File: src/hw/rtl/bounded_deque_with_search_macros.svh
// Assertion macros used by the deque RTL.
`ifndef BOUNDED_DEQUE_WITH_SEARCH_MACROS_SVH
`define BOUNDED_DEQUE_WITH_SEARCH_MACROS_SVH

// Same-cycle implication, checked on clk outside of reset.
`define BDQ_ASSERT_NOW(label, ante, cons) \
  label: assert property (@(posedge clk) disable iff (rst) (ante) |-> (cons)) \
    else $error("deque assertion failed");

// Next-cycle implication, checked on clk outside of reset.
`define BDQ_ASSERT_NEXT(label, ante, cons) \
  label: assert property (@(posedge clk) disable iff (rst) (ante) |=> (cons)) \
    else $error("deque assertion failed");

`endif

File: src/hw/rtl/bdq_pkg.sv
// Types, constants and helpers for the bounded deque.
package bdq_pkg;

  localparam int CAPACITY = 16;
  localparam int ADDR_W   = $clog2(CAPACITY);
  localparam int CNT_W    = $clog2(CAPACITY + 1);
  localparam int WORD_W   = 32;
  localparam int REQ_W    = 3;
  localparam int ITEMS_W  = 5;

  typedef logic [ADDR_W-1:0]        addr_t;
  typedef logic [CNT_W-1:0]         cnt_t;
  typedef logic signed [WORD_W-1:0] word_t;

  typedef enum logic [REQ_W-1:0] {
    REQ_PUSH_FRONT = 3'd0,
    REQ_PUSH_BACK  = 3'd1,
    REQ_POP_FRONT  = 3'd2,
    REQ_POP_BACK   = 3'd3,
    REQ_SEARCH     = 3'd4
  } req_code_t;

  typedef enum logic [1:0] {
    ST_IDLE,
    ST_READ,
    ST_SEARCH,
    ST_RESP
  } bdq_state_t;

  typedef struct packed {
    logic [REQ_W-1:0] req_type;
    word_t            word_in;
  } bdq_req_t;

  typedef struct packed {
    word_t              word_out;
    logic               found;
    logic               empty_error;
    logic               full_error;
    logic [ITEMS_W-1:0] items_held;
  } bdq_res_t;

  typedef struct packed {
    logic  we;
    addr_t waddr;
    word_t wdata;
    logic  re;
    addr_t raddr;
  } bdq_mem_req_t;

  // Ring slot of base + off, where base < CAPACITY and off <= CAPACITY.
  function automatic addr_t slot_add(addr_t base, cnt_t off);
    logic [CNT_W:0] sum;
    sum = (CNT_W + 1)'(base) + (CNT_W + 1)'(off);
    if (sum >= (CNT_W + 1)'(CAPACITY)) begin
      sum = sum - (CNT_W + 1)'(CAPACITY);
    end
    return ADDR_W'(sum);
  endfunction

endpackage

File: src/hw/rtl/bounded_deque_with_search.sv
// Bounded double-ended queue of signed 32-bit words with search. Each transaction
// pushes at the front or back, pops from the front or back, or searches the
// stored words, and yields one result with the popped word, found flag, empty
// and full errors and the count held afterwards. Words live in a single-port-
// read ring memory; one transaction is worked at a time. A search reads the ring
// from the front through the memory read port, one entry per cycle, and stops at
// the first hit or after the last stored word.
// The output register holds a finished result while the next transaction is
// accepted.
`include "bounded_deque_with_search_macros.svh"

module bounded_deque_with_search
  import bdq_pkg::*;
(
  input  logic     clk,
  input  logic     rst,
  input  logic     in_valid,
  output logic     in_stall,
  input  bdq_req_t in_data,
  output logic     out_valid,
  input  logic     out_stall,
  output bdq_res_t out_data
);

  bdq_mem_req_t mem_req;
  word_t        mem_rdata;
  logic         res_valid;
  logic         res_take;
  bdq_res_t     res;

  bdq_ctrl u_ctrl (
    .clk       (clk),
    .rst       (rst),
    .in_valid  (in_valid),
    .in_stall  (in_stall),
    .in_data   (in_data),
    .res_valid (res_valid),
    .res_take  (res_take),
    .res       (res),
    .mem_req   (mem_req),
    .mem_rdata (mem_rdata)
  );

  bdq_ram #(
    .DEPTH (CAPACITY),
    .WIDTH (WORD_W)
  ) u_ram (
    .clk   (clk),
    .we    (mem_req.we),
    .waddr (mem_req.waddr),
    .wdata (mem_req.wdata),
    .re    (mem_req.re),
    .raddr (mem_req.raddr),
    .rdata (mem_rdata)
  );

  // Load the output register whenever it is empty or being drained.
  assign res_take = !out_valid || !out_stall;

  always_ff @(posedge clk) begin
    if (rst) begin
      out_valid <= 1'b0;
    end else if (res_take) begin
      out_valid <= res_valid;
    end
  end

  always_ff @(posedge clk) begin
    if (res_take && res_valid) begin
      out_data <= res;
    end
  end

  `BDQ_ASSERT_NEXT(a_one_at_a_time, in_valid && !in_stall, in_stall)
  `BDQ_ASSERT_NOW(a_write_on_accept, mem_req.we, in_valid && !in_stall)
  `BDQ_ASSERT_NOW(a_no_read_with_write, mem_req.we, !mem_req.re)
  `BDQ_ASSERT_NOW(a_error_zero_word, out_valid && (out_data.empty_error || out_data.full_error),
                  out_data.word_out == '0 && !out_data.found)

endmodule

File: src/hw/rtl/bdq_ram.sv
// Simple dual-port RAM with one write port and one registered read port.
module bdq_ram #(
  parameter int DEPTH = 16,
  parameter int WIDTH = 32
) (
  input  logic                     clk,
  input  logic                     we,
  input  logic [$clog2(DEPTH)-1:0] waddr,
  input  logic [WIDTH-1:0]         wdata,
  input  logic                     re,
  input  logic [$clog2(DEPTH)-1:0] raddr,
  output logic [WIDTH-1:0]         rdata
);

  logic [WIDTH-1:0] mem [DEPTH];

  always_ff @(posedge clk) begin
    if (we) begin
      mem[waddr] <= wdata;
    end
  end

  always_ff @(posedge clk) begin
    if (re) begin
      rdata <= mem[raddr];
    end
  end

endmodule

File: src/hw/rtl/bdq_ctrl.sv
// Request sequencer: ring pointers, memory access and the search walk.
module bdq_ctrl
  import bdq_pkg::*;
(
  input  logic         clk,
  input  logic         rst,
  input  logic         in_valid,
  output logic         in_stall,
  input  bdq_req_t     in_data,
  output logic         res_valid,
  input  logic         res_take,
  output bdq_res_t     res,
  output bdq_mem_req_t mem_req,
  input  word_t        mem_rdata
);

  bdq_state_t state, state_next;
  addr_t      front, front_next;
  cnt_t       count, count_next;
  addr_t      idx, idx_next;
  bdq_req_t   cur, cur_next;
  bdq_res_t   res_next;

  logic is_full;
  logic is_empty;
  logic hit;
  logic last;

  assign is_full  = (count == CNT_W'(CAPACITY));
  assign is_empty = (count == '0);
  assign hit      = (mem_rdata == cur.word_in);
  assign last     = ((CNT_W'(idx) + CNT_W'(1)) == count);

  always_ff @(posedge clk) begin
    if (rst) begin
      state <= ST_IDLE;
      front <= '0;
      count <= '0;
    end else begin
      state <= state_next;
      front <= front_next;
      count <= count_next;
    end
  end

  always_ff @(posedge clk) begin
    idx <= idx_next;
    cur <= cur_next;
    res <= res_next;
  end

  // Next state.
  always_comb begin
    state_next = state;
    unique case (state)
      ST_IDLE: begin
        if (in_valid) begin
          unique case (in_data.req_type) inside
            REQ_POP_FRONT, REQ_POP_BACK: state_next = is_empty ? ST_RESP : ST_READ;
            REQ_SEARCH:                  state_next = is_empty ? ST_RESP : ST_SEARCH;
            default:                     state_next = ST_RESP;
          endcase
        end
      end
      ST_READ:   state_next = ST_RESP;
      ST_SEARCH: begin
        if (hit || last) begin
          state_next = ST_RESP;
        end
      end
      ST_RESP: begin
        if (res_take) begin
          state_next = ST_IDLE;
        end
      end
      default:   state_next = ST_IDLE;
    endcase
  end

  // Outputs, pointer updates and memory requests.
  always_comb begin
    front_next = front;
    count_next = count;
    idx_next   = idx;
    cur_next   = cur;
    res_next   = res;
    mem_req    = '0;
    in_stall   = (state != ST_IDLE);
    res_valid  = (state == ST_RESP);
    unique case (state)
      ST_IDLE: begin
        if (in_valid) begin
          cur_next = in_data;
          res_next = '0;
          unique case (in_data.req_type)
            REQ_PUSH_FRONT: begin
              if (is_full) begin
                res_next.full_error = 1'b1;
              end else begin
                front_next    = (front == '0) ? ADDR_W'(CAPACITY - 1) : front - ADDR_W'(1);
                count_next    = count + CNT_W'(1);
                mem_req.we    = 1'b1;
                mem_req.waddr = front_next;
                mem_req.wdata = in_data.word_in;
              end
            end
            REQ_PUSH_BACK: begin
              if (is_full) begin
                res_next.full_error = 1'b1;
              end else begin
                count_next    = count + CNT_W'(1);
                mem_req.we    = 1'b1;
                mem_req.waddr = slot_add(front, count);
                mem_req.wdata = in_data.word_in;
              end
            end
            REQ_POP_FRONT: begin
              if (is_empty) begin
                res_next.empty_error = 1'b1;
              end else begin
                mem_req.re    = 1'b1;
                mem_req.raddr = front;
                front_next    = slot_add(front, CNT_W'(1));
                count_next    = count - CNT_W'(1);
              end
            end
            REQ_POP_BACK: begin
              if (is_empty) begin
                res_next.empty_error = 1'b1;
              end else begin
                mem_req.re    = 1'b1;
                mem_req.raddr = slot_add(front, count - CNT_W'(1));
                count_next    = count - CNT_W'(1);
              end
            end
            REQ_SEARCH: begin
              if (!is_empty) begin
                mem_req.re    = 1'b1;
                mem_req.raddr = front;
                idx_next      = '0;
              end
            end
            default: ;
          endcase
          res_next.items_held = ITEMS_W'(count_next);
        end
      end
      ST_READ: begin
        res_next.word_out = mem_rdata;
      end
      ST_SEARCH: begin
        // Compare the entry read last cycle; fetch the next one on a miss.
        if (hit) begin
          res_next.found = 1'b1;
        end else if (!last) begin
          mem_req.re    = 1'b1;
          mem_req.raddr = slot_add(front, CNT_W'(idx) + CNT_W'(1));
          idx_next      = idx + ADDR_W'(1);
        end
      end
      ST_RESP: ;
      default: ;
    endcase
  end

endmodule
File: config.mk
export PLATFORM = sky130hd
export DESIGN_NAME = bounded_deque_with_search
export DESIGN_NICKNAME = d
export VERILOG_FILES = /design/src/hw/rtl/bdq_pkg.sv /design/src/hw/rtl/bounded_deque_with_search.sv /design/src/hw/rtl/bdq_ram.sv /design/src/hw/rtl/bdq_ctrl.sv
export VERILOG_INCLUDE_DIRS = /design/src /design/src/hw/rtl
export SDC_FILE = /design/constraint.sdc
export NUM_CORES = 1
export LEC_CHECK = 0
export BUFFER_PORTS_ARGS = -buffer_cell sky130_fd_sc_hd__buf_2
export CORE_ASPECT_RATIO = 0.9
export CORE_MARGIN = 3
export CORE_UTILIZATION = 35
export CTS_CLUSTER_SIZE = 10
export DETAILED_ROUTE_END_ITERATION = 8
export GPL_TIMING_DRIVEN = 0
export PLACE_DENSITY = 0.62
export SYNTH_ARGS = -nofsm -noshare
export SYNTH_HDL_FRONTEND = slang
export SYNTH_SLANG_ARGS = --single-unit
File: constraint.sdc
create_clock -name clk -period 3.85 [get_ports clk]
set_input_delay 0.5775 -clock clk [delete_from_list [all_inputs] [get_ports clk]]
set_output_delay 0.5775 -clock clk [all_outputs]
set_load 0.03 [all_outputs]
# ---- Yosys cells after proc, flatten, opt, wreduce, memory -nomap -nowiden
# Memories as Yosys holds them, arrays and structs flattened. A register that Yosys moved wholly into a read port is not among the register bits.
# Index checks and enable logic that the tools add are counted.
# Widths: inputs -> output; s select.
dict set report word_totals {
  mem_bits_ro 0
  ram_bits 512
  out_inout_bits 42
  memories 1
  latch_bits 0
  reg_bits 128
}
# name words width read_ports rd_clocked_by_memory_dff write_ports line
set mem_list {}
lappend mem_list {u_ram.mem 16 32 1 1 1 bdq_ram.sv:15} ;# logic [WIDTH-1:0] mem [DEPTH];
dict set report op_classes {
  add_sub_neg 13
  div 0
  magnitude_cmp 4
  n_shift 0
  n_bitwise 0
  mux 45
  n_reduce_logical 22
  n_eq_ne 20
  multipliers 0
}
# op n
set op_table {}
lappend op_table {{$mux 37} 3}
lappend op_table {{$pmux 37 s2} 1}
lappend op_table {{$pmux 32 s2} 1}
lappend op_table {{$mux 4} 12}
lappend op_table {{$mux 42} 1}
lappend op_table {{$mux 40} 1}
lappend op_table {{$eq 32x32->1} 1}
lappend op_table {{$mux 5} 6}
lappend op_table {{$pmux 5 s2} 3}
lappend op_table {{$sub 4x1->4 const B} 5}
lappend op_table {{$add 4x5->6} 3}
lappend op_table {{$ge 6x5->1 const B} 3}
lappend op_table {{$pmux 4 s2} 2}
lappend op_table {{$ne 2x2->1 const B} 6}
lappend op_table {{$add 4x1->5 const B} 2}
lappend op_table {{$mux 1} 8}
lappend op_table {{$mux 2} 4}
lappend op_table {{$ne 2x1->1 const B} 4}
lappend op_table {{$pmux 2 s4} 1}
lappend op_table {{$reduce_bool 2->1} 4}
lappend op_table {{$eq 3x2->1 const B} 2}
lappend op_table {{$reduce_and 3->1} 2}
lappend op_table {{$reduce_and 6->1} 1}
lappend op_table {{$reduce_or 2->1} 3}
lappend op_table {{21 further kinds} 25}

# ---- Longest topological paths before layout
# Gate-level depths: netlist of run 1.
dict set report depth {
  depth_word 10
  ltp_mapped 14
}

# ---- Hierarchy
# From an unflattened synthesis of run 1, not the netlist that was laid out.
dict set report hier_totals {
  hier_cells 1304
  hier_area_um2 26190.1
}
# module instances area_per_inst_um2 cells_per_inst
set modules_own_cells {}
lappend modules_own_cells {bdq_ram 1 20155.6 838}
lappend modules_own_cells {bdq_ctrl 1 4794.6 421}
lappend modules_own_cells {bounded_deque_with_search 1 1239.9 45}

# ---- Least setup slack after synthesis of run 1
# OpenSTA, ideal clock, no wires.
dict set report synth_timing {
  path_type {input to register}
  start {input port out_stall}
  end {register out_data[0] in the netlist's numbering, enable pin}
  path_buffers 0
  slack_ns -0.176
  setup_time_ns 0.498
  stages 1
  t_required_ns 3.352
  arrival_ns 3.527
  cell_sequence {a21boi_0}
}
dict set report synth_via {
  elab_chain_len 3
}
# element line
set synth_lines {}
lappend synth_lines {{start, declared} bounded_deque_with_search.sv:21} ;# input logic out_stall,
lappend synth_lines {{$logic_not 1->1} bounded_deque_with_search.sv:58} ;# assign res_take = !out_valid || !out_stall;
lappend synth_lines {{$logic_or 1x1->1} bounded_deque_with_search.sv:58}
lappend synth_lines {{$logic_and 1x1->1} bounded_deque_with_search.sv:69} ;# if (res_take && res_valid) begin
lappend synth_lines {{end signal, assigned} bounded_deque_with_search.sv:70} ;# out_data <= res;
lappend synth_lines {{end, declared} bounded_deque_with_search.sv:22} ;# output bdq_res_t out_data
# Every way passes these cells.
# A chain may end at the register's enable or synchronous reset.

# ---- Worst setup path after layout of run 1
dict set report layout_timing {
  start {register u_ctrl.idx[0]}
  end {register u_ram.rdata[7], read port of u_ram.mem, data pin}
}
dict set report layout_via {
  elab_chain_len 7
  word_cells_on_any_way 9
  cone_classes {add/sub: 3; order compare: 1; eq/ne: 1; mux: 4}
}
# element line
set layout_lines {}
lappend layout_lines {{start, declared} bdq_ctrl.sv:20} ;# addr_t idx, idx_next;
lappend layout_lines {{start signal, assigned} bdq_ctrl.sv:47} ;# idx <= idx_next;
lappend layout_lines {{$add 4x1->5 *} {bdq_ctrl.sv:32, bdq_ctrl.sv:157}}
lappend layout_lines {{$add 4x5->6} bdq_pkg.sv:54} ;# sum = (CNT_W + 1)'(base) + (CNT_W + 1)'(off);
lappend layout_lines {{$ge 6x5->1 / $sub 4x1->4 (equally long branches)} {bdq_pkg.sv:55, bdq_pkg.sv:56}}
lappend layout_lines {{$mux 4} bdq_pkg.sv:55} ;# if (sum >= (CNT_W + 1)'(CAPACITY)) begin
lappend layout_lines {{$mux 5 *} bdq_ctrl.sv:155} ;# end else if (!last) begin
lappend layout_lines {{$mux 5 *} bdq_ctrl.sv:153} ;# if (hit) begin
lappend layout_lines {{$pmux 5 s2 *} bdq_ctrl.sv:90} ;# unique case (state)
lappend layout_lines {{end, declared} bdq_ram.sv:12} ;# output logic [WIDTH-1:0] rdata
# Mark *: on every way between the ends. The rest lies on a longest branch, timed or not.

==> impl_metrics.toml, run 1 <==
[die]
rows = 96
die_area_um2 = 81400
die_y_um = 271
die_x_um = 300
initial_core_util_pct = 35.6
core_area_um2 = 76800
io_pins = 81

[worst_setup_path]
critPathCaptureType = "flop"
cp.required_ns = 4.18
cp_cell_sequence = "ha_2 > xor2_1 > or2_1 > o2111ai_2 > o2111ai_4 > buf_4 > buf_2 > clkbuf_1 > and3_1 > a211oi_1 > a211oi_1 > or4_1"
slowest_delay_ns = 0.48
worstSetupStartpoint = "u_ctrl.idx[0]"
crit_top_cell = "a211oi_1"
critical_path_class = "reg2reg"
cp_slowest_cell = "or4_1"
crit_arrival_ns = 4.12
timing.rr.start = "u_ctrl.idx[0]"
cp_max_fo = 10
critPathLaunchType = "flop"

[clock_tree]
hold_buffers = 0
clk_path_buf_depth = 3
h-tree-depth = 3
cts_root_buffer = "clkbuf_16"
cts.sinks = 672
path_clk_slew_ns = 0.05
cts_tree = "yes"
clock_latency_ns = 0.62
cts_inserted_buffers = 78

[hold_path]
hp-class = "in2reg"
hold_start = "in_data[8]"

[sta]
tightest_slew_ns = 0.794
setup_viol = 0
hold_viol = 0
relSlewSlack_pct = 47.1
skew_ns = 0.0203
rsz0062_at_grt = "yes"
clock.fmax_mhz = 264
final_max_slew_viol_count = 0
fin_crit_ns = 3.79
fin_ws_ns = 0.0650
post-route-period-util_pct = 98.3

[grt]
grt_overflow_total = 0
grt_antenna_before_repair = 5
grtUsageTotal_pct = 18.8
grt_pass1_vias = 16800
grt_pass1_wl_mm = 112
grt_max_degree = 37

[synthesis]
yosysSeqAreaShare_pct = 73.5
yosys_most_used_dff = "edfxtp_1"
synth_largest_area_cell = "edfxtp_1"
syn_avg_cell_area_um2 = 14.9
syn-cell-area_um2 = 27300
synthTopCellsByCount = "edfxtp_1, a211oi_1, and3_1"
syn_inst = 1830
synth.ff_latch_count = 672
synth_most_common_cell = "edfxtp_1"
synth.net_count = 1891
synth_edf_count = 660
yosys.area.top_type_share_pct = 72.6
synthArstFlopShare_pct = 0
synth_area_leaders = "edfxtp_1, a211oi_1, and3_1"
yosysUniqueCellTypes = 56
ys_warn_count = 0

[drt]
postRouteAntennaNets = 0
dr.pass1.iters = 5
wl_mm = 77.6
dr_total_vias = 17200
drc = 0
vias_per_cell = 5.60
drt-initial-drc-count = 2063
detail_route.wl_per_cell_um = 25.3

[finish]
final_area_um2 = 32100
syn_to_final_growth_pct = 17.5
diodes = 0
seq_area_um2 = 20100
drive_above_1_share_pct = 17.7
multiInputGateArea_um2 = 6910
final_nets = 2080
fillCellCount = 6828

[power]
leakagePower_nw = 10.7
irDropWorstVdd_mv = 0.375
power.density_nw_per_um2 = 669

[place]
hpwlAfterDp_mm = 52.8
gp_congestion = 0.848
dp_slack_ns = -0.985
post_dp_cell_area_um2 = 29500
port_buffers = 80

[run]
maxCapViolCount = 0

[outcome]
status = "finished clean"
-- cells by family (layout without fill, tap and decap cells) --
| family | Yosys count | after routing | share of synthesized area, % |
|---|---|---|---|
| DFF | 672 | 672 | 73.5 |
| and+or+nand+nor | 512 | 512 | 10.5 |
| AOI/OAI and AO/OA | 415 | 415 | 10.7 |
| buffers and inverters | 151 | 358 | 2.35 |
| xor gates and xnor gates | 53 | 53 | 1.75 |
| adders and majority gates | 22 | 22 | 1.09 |
| muxes | 5 | 5 | 0.188 |
-- where the power goes --
| part | switching, W | internal (W) |
|---|---|---|
| combinational | 0.00396 | 0.00179 |
| sequential | 0.000258 | 0.00899 |
| clock | 0.00276 | 0.00369 |
-- sequential cells by signal (all words and copies together) (netlist names) --
signal        cells
u_ram.mem       512
out_data         40
u_ctrl.res       40
u_ctrl.cur       32
u_ram.rdata      32
u_ctrl.count      5
u_ctrl.front      4
u_ctrl.idx        4
u_ctrl.state      2
out_valid         1
-- per-layer routing --
metal	part of all wire (%)	GRT usage (%)	up-vias
li1	-	-	7510
met1	41	25.3	8599
met2	45	28.8	929
met3	12	5.75	129
met4	2.7	6.30	0
met5	0	0	-
-- critical path: cells and delay by family (launching register included) --
kind,cells,cell delay [ns]
and+or+nand+nor,3,1.01
AOI/OAI and AO/OA,4,0.91
buffers and inverters,3,0.72
DFF,1,0.44
adders and majority gates,1,0.25
xor gates and xnor gates,1,0.18
-- area by class of cell --
type	instances	area share, %
tap	1029	4.01
sequential	672	62.6
clock inverter	10	0.343
inverter	16	0.187
clock buffer	88	6.30
multi-input combinational	1007	21.5
timing repair buffer	109	2.85
buffer	135	2.22
-- worst paths after layout --
check | end | slack [ns] | cells past startpoint
hold reg to reg | out_data[25] | 0.42 | 0
setup / recovery | u_ram.rdata[7] | 0.06 | 12
hold / removal | u_ctrl.cur[8] | 0.17 | 1
setup reg to reg | u_ram.rdata[7] | 0.06 | 12
-- cells in the final DEF, fill, tap and decap left out, types with 26 or more instances in the layout --
cell type and count:
nor2_1 26, buf_2 112, clkbuf_16 79, xor2_1 41, nor3b_1 27, and3_1 161
nand2_1 127, a221oi_1 31, clkbuf_1 53, a21oi_1 104, clkbuf_2 38, edfxtp_1 660
a211oi_1 222, and2_1 68
-- through the flow --
stage | instances | hold slack, ns | power (W) | TNS (ns) | util [%]
after floorplan | 1830 | 0.400 | 0.0124 | 0 | -
after global placement | 2939 | 0.400 | 0.0145 | -1106.00 | 37.8
after CTS | 3062 | 0.142 | 0.0213 | -0.0899 | 41.5
after global routing | 3066 | 0.152 | 0.0222 | -0.139 | 41.8
final | 3066 | 0.169 | 0.0214 | 0 | 41.8
after detailed placement | 2957 | 0.406 | 0.0147 | -27.91 | 38.5
-- repair_timing --
| item | in CTS | in global routing |
|---|---|---|
| endpoints found under the hold margin | 0 | 0 |
| pin swaps | 4 | 5 |
| resized for setup | 77 | 65 |
| buffers inserted | 7 | 4 |
| setup endpoints to repair | 154 | 173 |
(Power assumes the default switching activity.)
==> run 2, diff against run 1 <==
--- a/config.mk
+++ b/config.mk
@@ -9,11 +9,10 @@
 export BUFFER_PORTS_ARGS = -buffer_cell sky130_fd_sc_hd__buf_2
 export CORE_ASPECT_RATIO = 0.9
 export CORE_MARGIN = 3
-export CORE_UTILIZATION = 35
+export CORE_UTILIZATION = 30
 export CTS_CLUSTER_SIZE = 10
 export DETAILED_ROUTE_END_ITERATION = 8
 export GPL_TIMING_DRIVEN = 0
-export PLACE_DENSITY = 0.62
 export SYNTH_ARGS = -nofsm -noshare
 export SYNTH_HDL_FRONTEND = slang
 export SYNTH_SLANG_ARGS = --single-unit
==> run 2 against run 1 <==
  * Worst hold slack got worse by 0.024 ns
  * Power increased by 0.22%
  * Count of clock-buffer cells in the layout decreased by 2
  * Final area increased by 0.72%
  * Combinational power about the same
  * Flip-flop and latch count unchanged
  * Worst setup slack improved by 0.032 ns
  * First-iteration DRC count decreased by 3.7%
  * Global-route usage decreased by 2.1 points
  * Core utilization decreased by 5.8 points
  * Critical endpoint is now u_ram.rdata[29]
  * Largest cell class unchanged
  * Largest power group unchanged
  * Highest routed layer is now met5
==> impl_metrics.toml, run 2 (synthesized netlist as in run 1, its figures left out) <==
[drt]
wl_mm = 80.2
drt-initial-drc-count = 1987
dr.pass1.iters = 7
postRouteAntennaNets = 0
dr_total_vias = 17300
vias_per_cell = 5.39
detail_route.wl_per_cell_um = 25.0
drc = 0

[power]
power.density_nw_per_um2 = 665
irDropWorstVdd_mv = 0.387
leakagePower_nw = 10.8

[sta]
fin_crit_ns = 3.75
tightest_slew_ns = 0.819
skew_ns = 0.0160
setup_viol = 0
relSlewSlack_pct = 45.4
hold_viol = 0
finalSetupTns_ns = 0
post-route-period-util_pct = 97.5
clock.fmax_mhz = 266
final_max_slew_viol_count = 0

[clock_tree]
path_clk_slew_ns = 0.05
cts_tree = "yes"
cts_root_buffer = "clkbuf_16"
cts.sinks = 672
clk_path_buf_depth = 3
cts_inserted_buffers = 78
hold_buffers = 0
h-tree-depth = 3
clock_latency_ns = 0.63

[worst_setup_path]
cp.required_ns = 4.17
critPathCaptureType = "flop"
cp_cell_sequence = "xor2_1 > nor4_4 > nand4_1 > buf_4 > o2111ai_4 > buf_4 > nand2_1 > buf_2 > clkbuf_2 > a211oi_1 > nor3b_1 > or4_1"
cp_max_fo = 10
cp_slowest_cell = "or4_1"
path_buf_inv = 4
slowest_delay_ns = 0.51
critPathTopFamily = "simple AND/OR/NAND/NOR gates"
critical_path_class = "reg2reg"
crit_arrival_ns = 4.07
critPathLaunchType = "flop"
crit_top_cell = "buf_4"

[finish]
reg_top3 = "u_ram.mem: 512 flops, out_data: 40 flops, u_ctrl.res: 40 flops"
largest-register = "u_ram.mem"
syn_to_final_growth_pct = 18.4
drive_above_1_share_pct = 17.7
final_core_util_pct = 36.0
largest_register_ffs = 512
layout.cells.most_common_list = "edfxtp_1, a211oi_1, and3_1"
final_nets = 2088
final_area_um2 = 32300
final_common_cell = "edfxtp_1"

[die]
initial_core_util_pct = 30.4
rows = 104
die_x_um = 324
io_pins = 81
die_area_um2 = 94600
core_area_um2 = 89800
die_y_um = 292

[grt]
grt_pass1_wl_mm = 116
grt_antenna_before_repair = 10
use_met3_pct = 5.27
grt_use_met2_pct = 26.0
grt_overflow_total = 0
grtUsageTotal_pct = 16.7
busiest_layer = "met2"
grt_max_degree = 33
met1_usage_pct = 21.7
grt_pass1_vias = 16900

[hold_path]
hp-class = "in2reg"

[outcome]
status = "finished clean"

[run]
maxCapViolCount = 0

[place]
gp_congestion = 0.851
post_dp_cell_area_um2 = 29700
hpwlAfterDp_mm = 54.9
port_buffers = 80
-- run 2: changes by cell type in the layout (fill, tap and decap cells not counted), moves of 3 or more --
cell and delta:
clkbuf_4 +7, a211oi_1 -3, a211oi_2 +3, buf_4 +9, clkbuf_2 -3, or4_4 -7, diode_2 +3, or4_1 +7
buf_2 -8
-- run 2: path summary, 6_finish.rpt --
path,start,endpoint,slack [ns],depth (start not counted)
max,u_ram.rdata[26],u_ram.rdata[29],0.1,12
min,in_data[7],u_ctrl.cur[7],0.15,1
max reg2reg,u_ram.rdata[26],u_ram.rdata[29],0.1,12
min reg2reg,u_ctrl.res[26],out_data[26],0.42,0
-- run 2: metal layers --
metal | wire [µm] | vias up
li1 | - | 7535
met1 | 31900 | 8672
met2 | 36500 | 939
met3 | 9040 | 150
met4 | 2680 | 8
met5 | 56 | -
-- run 2: report_power, final --
part	total, W	switching (W)	internal, W
registers	0.00928	0.000293	0.00899
clock network	0.00646	0.00275	0.00370
logic	0.00576	0.00397	0.00179
-- run 2: per-stage QoR --
| stage | hold WS [ns] | power [W] | std cells | setup WS (ns) |
|---|---|---|---|---|
| after floorplan | 0.400 | 0.0124 | 1830 | 0.321 |
| after global placement | 0.400 | 0.0146 | 3076 | -2.08 |
| after detailed placement | 0.405 | 0.0147 | 3095 | -1.18 |
| after CTS | 0.122 | 0.0214 | 3203 | -0.00602 |
| after global routing | 0.141 | 0.0223 | 3209 | -0.00209 |
| final | 0.145 | 0.0215 | 3212 | 0.0966 |
-- run 2: timing repair --
action / 4_1_cts / 5_1_grt
pin swaps: 6 / 3
setup buffers: 12 / 6
resized for setup: 77 / 60
endpoints found under the setup margin: 190 / 132
-- run 2: worst reg2reg max path, stage by stage (launching register included) --
cell	delay (ns)
edfxtp_1	0.42
xor2_1	0.21
nor4_4	0.43
nand4_1	0.14
buf_4	0.18
o2111ai_4	0.34
buf_4	0.19
nand2_1	0.08
buf_2	0.23
clkbuf_2	0.30
a211oi_1	0.34
nor3b_1	0.10
or4_1	0.51
-- run 2: area by class of cell --
type                            count  area (µm²)
Antenna cell                        3        7.51
Buffer                            135         718
Clock buffer                       86        2020
Clock inverter                     10         113
Fill cell                        8406       57500
Inverter                           16        60.1
Multi-Input combinational cell   1007        6910
Sequential cell                   672       20100
Tap cell                         1166        1460
Timing Repair Buffer              117         946
